--- config.mk ---
export PLATFORM = sky130hd
export DESIGN_NAME = tcp_option_kind_finder
export DESIGN_NICKNAME = d
export VERILOG_FILES = /design/src/sv/tokf_pkg.sv /design/src/sv/tokf_option_walker.sv /design/src/sv/tcp_option_kind_finder.sv
export SDC_FILE = /design/constraint.sdc
export NUM_CORES = 1
export LEC_CHECK = 0
export BUFFER_PORTS_ARGS = -buffer_cell sky130_fd_sc_hd__clkbuf_2
export CORE_MARGIN = 10
export CORE_UTILIZATION = 54
export CTS_CLUSTER_SIZE = 40
export DETAILED_ROUTE_END_ITERATION = 10
export PLACE_DENSITY_LB_ADDON = 0.12
export SLEW_MARGIN = 25
export SYNTH_ARGS = -nofsm -noshare
export SYNTH_HDL_FRONTEND = slang
export SYNTH_SLANG_ARGS = --single-unit
--- constraint.sdc ---
create_clock -name clock -period 3.3 [get_ports clock]
set_input_delay 0.66 -clock clock [delete_from_list [all_inputs] [get_ports clock]]
set_output_delay 0.66 -clock clock [all_outputs]
set_load 0.03 [all_outputs]
--- src/sv/tokf_pkg.sv ---
// Package for the TCP option kind finder: types, codes and the single-byte kind table.
package tokf_pkg;

   localparam int FIXED_HEADER_BYTES_DEF = 20;

   localparam logic [7:0] KIND_END_OF_LIST  = 8'd0;
   localparam logic [7:0] MIN_OPTION_LENGTH = 8'd2;

   typedef enum logic [1:0] {
      PHASE_KIND = 2'd0,
      PHASE_LEN  = 2'd1,
      PHASE_SKIP = 2'd2,
      PHASE_DONE = 2'd3
   } phase_type;

   typedef enum logic [1:0] {
      END_FOUND     = 2'd0,
      END_SCANNED   = 2'd1,
      END_LIST      = 2'd2,
      END_MALFORMED = 2'd3
   } end_reason_type;

   typedef struct packed {
      phase_type      phase;
      logic [7:0]     skip_remaining;
      end_reason_type outcome;
   } walk_state_type;

   localparam logic [7:0] WANTED_KIND_RESET = 8'd30;

   function automatic logic single_byte_kind(input logic [7:0] kind);
      logic result;
      begin
         case (kind)
            8'd1, 8'd11, 8'd12, 8'd13, 8'd16, 8'd17,
            8'd20, 8'd21, 8'd22, 8'd23, 8'd24, 8'd26: result = 1'b1;
            default: result = 1'b0;
         endcase
         return result;
      end
   endfunction

endpackage

--- src/sv/tokf_option_walker.sv ---
// Next-state logic for one byte of the TCP option list walk.
module tokf_option_walker (
   input  tokf_pkg::walk_state_type cur_state,
   input  logic [7:0]               option_byte,
   input  logic [7:0]               wanted_kind,
   output tokf_pkg::walk_state_type nxt_state
);
   import tokf_pkg::*;

   always_comb begin
      nxt_state = cur_state;
      case (cur_state.phase)
         PHASE_KIND: begin
            if (option_byte == wanted_kind) begin
               nxt_state.outcome = END_FOUND;
               nxt_state.phase   = PHASE_DONE;
            end else if (option_byte == KIND_END_OF_LIST) begin
               nxt_state.outcome = END_LIST;
               nxt_state.phase   = PHASE_DONE;
            end else if (!single_byte_kind(option_byte)) begin
               nxt_state.phase = PHASE_LEN;
            end
         end
         PHASE_LEN: begin
            if (option_byte < MIN_OPTION_LENGTH) begin
               nxt_state.outcome = END_MALFORMED;
               nxt_state.phase   = PHASE_DONE;
            end else begin
               nxt_state.skip_remaining = option_byte - MIN_OPTION_LENGTH;
               nxt_state.phase = (option_byte == MIN_OPTION_LENGTH) ? PHASE_KIND : PHASE_SKIP;
            end
         end
         PHASE_SKIP: begin
            nxt_state.skip_remaining = cur_state.skip_remaining - 8'd1;
            if (cur_state.skip_remaining == 8'd1) begin
               nxt_state.phase = PHASE_KIND;
            end
         end
         default: begin
            nxt_state = cur_state;
         end
      endcase
   end

endmodule

--- src/sv/tcp_option_kind_finder.sv ---
// Top level of the TCP option kind finder.
// Pipeline: a header item is registered on acceptance, and its result, if any, is registered
// in the result register once the output can advance.
// Throughput: one header byte per cycle while the result output is not stalled by rsp_ready.
// Reset: synchronous; clears the walk state, both pipeline stages and sets wanted kind to 30.
module tcp_option_kind_finder #(
   parameter int FIXED_HEADER_BYTES = tokf_pkg::FIXED_HEADER_BYTES_DEF
) (
   input  logic       clock,
   input  logic       reset,
   input  logic       req_valid,
   output logic       req_ready,
   input  logic [7:0] req_header_byte,
   input  logic       req_start_of_header,
   input  logic [3:0] req_header_words,
   output logic       rsp_valid,
   input  logic       rsp_ready,
   output logic       rsp_found,
   output logic [1:0] rsp_end_reason,
   input  logic       csr_wr_en,
   input  logic [7:0] csr_wr_data
);
   import tokf_pkg::*;

   logic [7:0]     wanted_kind_ff;
   logic           s1_valid_ff;
   logic [7:0]     s1_byte_ff;
   logic           s1_start_ff;
   logic [3:0]     s1_words_ff;

   logic           active_ff, active_in;
   logic [5:0]     pos_ff, pos_in;
   logic [5:0]     hb_ff, hb_in;
   walk_state_type walk_ff, walk_in;

   logic           rsp_valid_ff, rsp_valid_in;
   logic           rsp_found_ff, rsp_found_in;
   end_reason_type rsp_reason_ff, rsp_reason_in;

   logic           advance;
   logic           process;
   logic           eff_active;
   logic [5:0]     eff_pos;
   logic [5:0]     eff_hb;
   walk_state_type eff_walk;
   walk_state_type walked;
   logic           last_byte;

   assign advance   = !rsp_valid_ff || rsp_ready;
   assign process   = s1_valid_ff && advance;
   assign req_ready = !s1_valid_ff || advance;

   always_comb begin
      if (s1_start_ff) begin
         eff_active              = 1'b1;
         eff_pos                 = 6'd0;
         eff_hb                  = {s1_words_ff, 2'b00};
         eff_walk.phase          = PHASE_KIND;
         eff_walk.skip_remaining = 8'd0;
         eff_walk.outcome        = END_SCANNED;
      end else begin
         eff_active = active_ff;
         eff_pos    = pos_ff;
         eff_hb     = hb_ff;
         eff_walk   = walk_ff;
      end
   end

   tokf_option_walker u_walker (
      .cur_state   (eff_walk),
      .option_byte (s1_byte_ff),
      .wanted_kind (wanted_kind_ff),
      .nxt_state   (walked)
   );

   assign last_byte = ({1'b0, eff_pos} + 7'd1) >= {1'b0, eff_hb};

   always_comb begin
      active_in     = active_ff;
      pos_in        = pos_ff;
      hb_in         = hb_ff;
      walk_in       = walk_ff;
      rsp_valid_in  = rsp_valid_ff && !rsp_ready;
      rsp_found_in  = rsp_found_ff;
      rsp_reason_in = rsp_reason_ff;
      if (process && eff_active) begin
         hb_in   = eff_hb;
         walk_in = eff_walk;
         if (eff_pos >= 6'(FIXED_HEADER_BYTES) && eff_pos < eff_hb) begin
            walk_in = walked;
         end
         if (last_byte) begin
            rsp_valid_in           = 1'b1;
            rsp_found_in           = (walk_in.outcome == END_FOUND);
            rsp_reason_in          = walk_in.outcome;
            active_in              = 1'b0;
            pos_in                 = 6'd0;
            walk_in.phase          = PHASE_KIND;
            walk_in.skip_remaining = 8'd0;
         end else begin
            active_in = 1'b1;
            pos_in    = eff_pos + 6'd1;
         end
      end
   end

   always_ff @(posedge clock) begin
      if (reset) begin
         wanted_kind_ff         <= WANTED_KIND_RESET;
         s1_valid_ff            <= 1'b0;
         active_ff              <= 1'b0;
         pos_ff                 <= 6'd0;
         hb_ff                  <= 6'd0;
         walk_ff.phase          <= PHASE_KIND;
         walk_ff.skip_remaining <= 8'd0;
         walk_ff.outcome        <= END_SCANNED;
         rsp_valid_ff           <= 1'b0;
      end else begin
         if (csr_wr_en) begin
            wanted_kind_ff <= csr_wr_data;
         end
         if (req_ready) begin
            s1_valid_ff <= req_valid;
         end
         active_ff    <= active_in;
         pos_ff       <= pos_in;
         hb_ff        <= hb_in;
         walk_ff      <= walk_in;
         rsp_valid_ff <= rsp_valid_in;
      end
   end

   always_ff @(posedge clock) begin
      if (req_valid && req_ready) begin
         s1_byte_ff  <= req_header_byte;
         s1_start_ff <= req_start_of_header;
         s1_words_ff <= req_header_words;
      end
      rsp_found_ff  <= rsp_found_in;
      rsp_reason_ff <= rsp_reason_in;
   end

   assign rsp_valid      = rsp_valid_ff;
   assign rsp_found      = rsp_found_ff;
   assign rsp_end_reason = rsp_reason_ff;

   a_found_matches_reason: assert property (@(posedge clock) disable iff (reset)
      rsp_valid_ff |-> (rsp_found_ff == (rsp_reason_ff == END_FOUND)))
      else $error("found flag disagrees with end reason");

   a_idle_state_clear: assert property (@(posedge clock) disable iff (reset)
      !active_ff |-> (pos_ff == 6'd0 && walk_ff.phase == PHASE_KIND
                      && walk_ff.skip_remaining == 8'd0))
      else $error("walk state not cleared while idle");

   a_pos_in_header: assert property (@(posedge clock) disable iff (reset)
      active_ff |-> (pos_ff < hb_ff))
      else $error("byte position beyond header length");

   a_skip_nonzero: assert property (@(posedge clock) disable iff (reset)
      (walk_ff.phase == PHASE_SKIP) |-> (walk_ff.skip_remaining != 8'd0))
      else $error("skipping with no bytes left");

endmodule

Word-level counts from Yosys, hierarchy flattened
Memory sizes are Yosys's and may differ from the RTL's. A register that Yosys moved wholly into a read port is not among the register bits.
Index checks and enable logic that the tools add are counted.
- bits in read-only memories: 32
- output and inout port bits: 5
- memories kept: 1
- input port bits: 26
- word-level logic and storage cells: 72
- register bits: 51
- memories (name ; depth ; width ; read ports ; clocked after Yosys merged registers in ; write ports ; RTL line ; source):
    (name not given) ; 32 ; 1 ; 1 ; 1 ; 0 ; tokf_pkg.sv:34 ; case (kind)
- $lt $le $gt $ge: 4
- reduce and logical (&&, ||, !) cells: 15
- equal/unequal tests: 5
- multiplexer cells: 29
- $add $sub $neg: 4
- operators by type and width (operator ; count):
    2-to-1 mux 12 bit ; 3
    2-to-1 mux 2 bit ; 9
    2-to-1 mux 6 bit ; 3
    one-hot mux 8 bit (2 select lines) ; 1
    2-to-1 mux 10 bit ; 1
    == test 8 x 1 -> 1 bit (second input constant) ; 1
    == test 8 x 2 -> 1 bit (second input constant) ; 1
    == test 8 bit ; 1
    zero test 8 bit ; 1
    less-than comparator 8 x 2 -> 1 bit (second input constant) ; 1
    2-to-1 mux 1 bit ; 8
    2-to-1 mux 8 bit ; 1
    subtractor 8 x 1 -> 8 bit (second input constant) ; 1
    subtractor 8 x 2 -> 8 bit (second input constant) ; 1
    adder 6 x 1 -> 7 bit (second input constant) ; 1
    greater-or-equal comparator 7 x 6 -> 1 bit ; 1
    adder 6 x 1 -> 6 bit (second input constant) ; 1
    greater-or-equal comparator 6 x 5 -> 1 bit (second input constant) ; 1
    less-than comparator 6 bit ; 1
    one-hot mux 2 bit (3 select lines) ; 1
    logical AND 1 bit ; 5
    2-to-1 mux 5 bit ; 1
    zero test 2 bit ; 2
    one-hot mux 2 bit (2 select lines) ; 1
    6 further kinds ; 9

Depth between registers and ports, before layout
- depth after elaboration: 12
- gate-level depth with buffers: 16
- depth with buffers taken out: 13

Modules after synthesis
A second synthesis with hierarchy kept.
- cell total of the unflattened synthesis: 334
- area total of the unflattened synthesis: 3139.3 um^2
- modules (own cells, without submodules) (module ; area each (um^2) ; instances ; sequential area each (um^2) ; cells each):
    tcp_option_kind_finder ; 2321.0 ; 1 ; 1181.1 ; 214
    tokf_option_walker ; 818.3 ; 1 ; 0.0 ; 120

Least setup slack after synthesis
Ideal clock, no wire load.
- path type: register to register
- start: register s1_start_ff
- end: register walk_ff[11] (netlist name)
- cell stages (with the launch flop): 15
- clock period less this slack: 3.253 ns
- path buffers: 4
- arrival: 3.149 ns
- setup slack: 0.047 ns
- cell sequence: edfxtp_1 > clkbuf_1 > clkbuf_1 > buf_2 > nor2b_1 > ha_1 > and4b_1 > xor2_1 > ha_1 > o21a_1 > o21ai_0 > o21a_1 > clkbuf_1 > nor2_1 > a2111oi_2
- cells in the longest elaborated chain, start to end: 8
- elaborated cells between the ends (all ways): 22
- ends and longest elaborated chain (what ; RTL line ; source):
    start: declaration ; tcp_option_kind_finder.sv:28 ; logic s1_start_ff;
    start signal: assignment ; tcp_option_kind_finder.sv:136 ; s1_start_ff <= req_start_of_header;
    branches (longest 8 deep; another with adder 6 x 1 -> 7 bit) ; - ;
    end signal: assignment ; tcp_option_kind_finder.sv:128 ; walk_ff <= walk_in;
    end: declaration ; tcp_option_kind_finder.sv:34 ; walk_state_type walk_ff, walk_in;
Parallel ways; which one is timed is not known. The select of a mux whose other input is x is not followed.
A chain may end at the register's enable or synchronous reset.

Final worst setup path
- start: register s1_start_ff
- end: register walk_ff[3] (netlist name)
- cells in the longest elaborated chain, start to end: 6
- elaborated cells between the ends (all ways): 18
- ends and longest elaborated chain (what):
    branches (longest 6 deep; another with adder 6 x 1 -> 7 bit)
Parallel ways; which one is timed is not known. The select of a mux whose other input is x is not followed.

==> run_results.csv <==
group,metric,value,unit
worst_setup_path,crit_fanout,6,
placement,dpl.cell_count,459,
worst_setup_path,r2r_slack,0.20,ns
clock_network,hold_buffers,0,
timing,finalCritPeriodShare,0.9397,
logic_synthesis,synthesis.area,3227,um^2
clock_network,cts_tree,"built",
logic_synthesis,synth_cell_types,61,
worst_setup_path,slowest_delay,0.51,ns
routing,first_pass_iters,5,
worst_setup_path,end_kind,"flip-flop",
clock_network,cts_buffers,5,
routing,wl_per_cell,16.56,um
placement,portBuffers,30,
clock_network,h-tree-depth,2,
worst_setup_path,crit_chain,"inv_1 -> nand2_1 -> inv_1 -> ha_1 -> and4b_1 -> xor2_1 -> ha_1 -> o21a_1 -> o21ai_0 -> o21ai_0 -> nor3_2 -> buf_4 -> a32o_1",
hold_path,hold_class,"reg2reg",
layout,diodes,0,
floorplanning,ios,31,
power,p_leak,1.445,nW
routing,ant_nets,0,
logic_synthesis,yosysWarnings,0,
floorplanning,num_rows,28,
status,status,"finished clean",
logic_synthesis,ys_seq_area_frac,0.3722,
timing,drv_slew,0,
floorplanning,dieArea,9467,um^2
timing,setup_viol,0,
global_route,grt_max_degree,32,
timing,finalCriticalPeriod,3.101,ns
layout,final_util,0.6136,
power,powerDensity,361.3,nW/um^2
layout,drive_gt1_frac,0.1527,
clock_network,clockBufferDepth,2,
power,p_total,0.001297,W
routing,routed-via-count,2776,
clock_network,clock_sinks,52,
logic_synthesis,syn-num-nets,409,
routing,wl,7751,um
routing,drtIter0Drc,222,
placement,dpl.hpwl,5768,um
placement,placed_area,3463,um^2
floorplanning,initial_core_util,0.5515,
floorplanning,die_w,97.30,um
flow_run,maxCapViolations,0,
layout,final_nets,439,
worst_setup_path,cp.required,3.51,ns
layout,fin_area,3590,um^2
worst_setup_path,startpoint_type,"flip-flop",
worst_setup_path,worstPathArrival,3.31,ns
logic_synthesis,synth_flop_cell,"dfxtp_1",
clock_network,root_buffer,"clkbuf_8",
worst_setup_path,cp_slowest_cell,"o21ai_0",
global_route,antenna_found_initial,0,
timing,tightest_slew,1.045,ns
global_route,overflow,0,
worst_setup_path,critPathKind,"reg2reg",
global_route,grt_pass1_vias,2568,
layout,area_delta_synth_final,11.24,%
floorplanning,coreArea,5851,um^2
timing,fin_worst_skew,0.004928,ns
placement,gp_congestion,0.9352,
logic_synthesis,async_flop_share,0,
timing,slew_headroom,0.2986,
clock_network,path_clk_slew,0.11,ns
clock_network,clk_latency,0.31,ns
timing,hold_viol,0,
layout,fin_cells,468,
routing,vias_per_cell,5.932,
logic_synthesis,syn_area_per_cell,8.914,um^2
global_route,track_usage,0.1559,
global_route,grt_pass1_wl,12630,um
logic_synthesis,syn_inst,362,
timing,fmax,322.5,MHz
power,peakVddDrop,239.4,uV
logic_synthesis,synth-seq-cells,52,
floorplanning,die_h,97.30,um
logic_synthesis,synth_edf_count,16,
routing,drc,0,
==> cell type report <==
cell class | count | area, um^2
clock buffers | 6 | 93.84
clock inverters | 2 | 20.02
fillers | 511 | 2261
inverters | 14 | 52.55
multi-input cells | 277 | 1888
flip-flops and latches | 52 | 1201
well taps | 75 | 93.84
repair buffers | 42 | 240.2
==> registers in the layout (all words and copies together) (netlist names), named ones only <==
| name | cells |
|---|---|
| active_ff | 1 |
| hb_ff | 6 |
| pos_ff | 6 |
| rsp_end_reason | 2 |
| rsp_found | 1 |
| rsp_valid | 1 |
| s1_byte_ff | 8 |
| s1_start_ff | 1 |
| s1_valid_ff | 1 |
| s1_words_ff | 4 |
| walk_ff | 12 |
| wanted_kind_ff | 8 |
==> cell families (layout without fill, tap and decap cells) <==
| group | after synthesis | in the layout | synth area share |
|---|---|---|---|
| AND/OR/NAND/NOR | 126 | 126 | 0.2047 |
| AO/OA/AOI/OAI | 101 | 101 | 0.2129 |
| flip-flops | 52 | 52 | 0.3722 |
| buffers and inverters | 33 | 64 | 0.04420 |
| adder cells (fa/ha/maj) | 21 | 21 | 0.08143 |
| XOR/XNOR | 15 | 15 | 0.04071 |
| multiplexers | 14 | 14 | 0.04381 |
==> per-stage QoR <==
stage          hold slack (ns)  setup WS, ns  TNS, ns
2_1_floorplan           0.4214       0.04746        0
3_3_place_gp            0.4399        0.3527        0
3_5_place_dp            0.4450        0.2042        0
4_1_cts                 0.4716        0.1601        0
5_1_grt                 0.4877      -0.05815  -0.1558
6_report                0.4745        0.1989        0
==> worst paths after layout <==
path                             from                  endpoint  cells past startpoint
min          walk_ff[10]$_SDFFE_PP0P_  walk_ff[10]$_SDFFE_PP0P_                      2
max             s1_start_ff$_DFFE_PP_   walk_ff[3]$_SDFFE_PP0P_                     13
min reg2reg  walk_ff[10]$_SDFFE_PP0P_  walk_ff[10]$_SDFFE_PP0P_                      2
max reg2reg     s1_start_ff$_DFFE_PP_   walk_ff[3]$_SDFFE_PP0P_                     13
==> routing by layer <==
layer	vias up	track usage	wire length [um]
met2	98	0.2356	3434
met1	1287	0.2153	3649
met4	0	0.04474	62
li1	1383	-	-
met5	-	0	0
met3	8	0.03556	604
==> where the power goes <==
part | internal, W | switching, W
Sequential | 0.000682 | 0.0000241
Clock | 0.000204 | 0.000238
Combinational | 0.0000647 | 0.0000841
==> cells in the mapped netlist (4+ instances only) <==
master / number / share of area
a31oi_1: 7 / 0.014
inv_1: 14 / 0.016
ha_1: 21 / 0.081
a211oi_1: 7 / 0.016
and2_1: 4 / 0.0078
edfxtp_1: 16 / 0.15
clkbuf_1: 12 / 0.014
nor2b_1: 14 / 0.027
o21ai_0: 27 / 0.042
a21oi_1: 18 / 0.028
nand2_1: 35 / 0.041
nor4_1: 4 / 0.0078
nor2_1: 24 / 0.028
xnor2_1: 4 / 0.011
mux2i_1: 13 / 0.040
nor3_1: 10 / 0.016
a211o_1: 5 / 0.014
dfxtp_1: 36 / 0.22
nand3_1: 11 / 0.017
o21a_1: 7 / 0.016
xor2_1: 11 / 0.030
==> worst max-delay path, delay by kind of cell (launching register included) <==
family                   cells  cell delay, ns
adder cells (fa/ha/maj)      2            0.52
XOR/XNOR                     1            0.16
buffers and inverters        3            0.38
flip-flops                   1            0.50
AO/OA/AOI/OAI                4            0.92
AND/OR/NAND/NOR              3            0.52
==> repair_timing <==
action	4_1_cts	5_1_grt
endpoints found under the setup margin	0	5
buffers inserted	0	1
hold endpoints to repair	0	0
resized for setup	0	1
==> cells in the final DEF (no fill, tap or decap), types with 3 or more instances in the layout <==
cell      instances
clkbuf_2         30
inv_1            14
xor2_1           11
ha_1             21
nand2_1          35
a21oi_1          18
o21ai_0          27
a31oi_1           7
edfxtp_1         16
nor3_1            9
mux2i_1          13
dfxtp_1          36
o31a_1            3
a211oi_1          7
nor2_1           24
o31ai_1           3
buf_4            12
clkbuf_8          5
nor4_1            4
nor3b_1           3
nor2b_1          14
a211o_1           5
nand3_1          11
o21a_1            7
a221oi_1          3
xnor2_1           4
and2_1            4
nand2b_1          3
(Power assumes the default switching activity.)
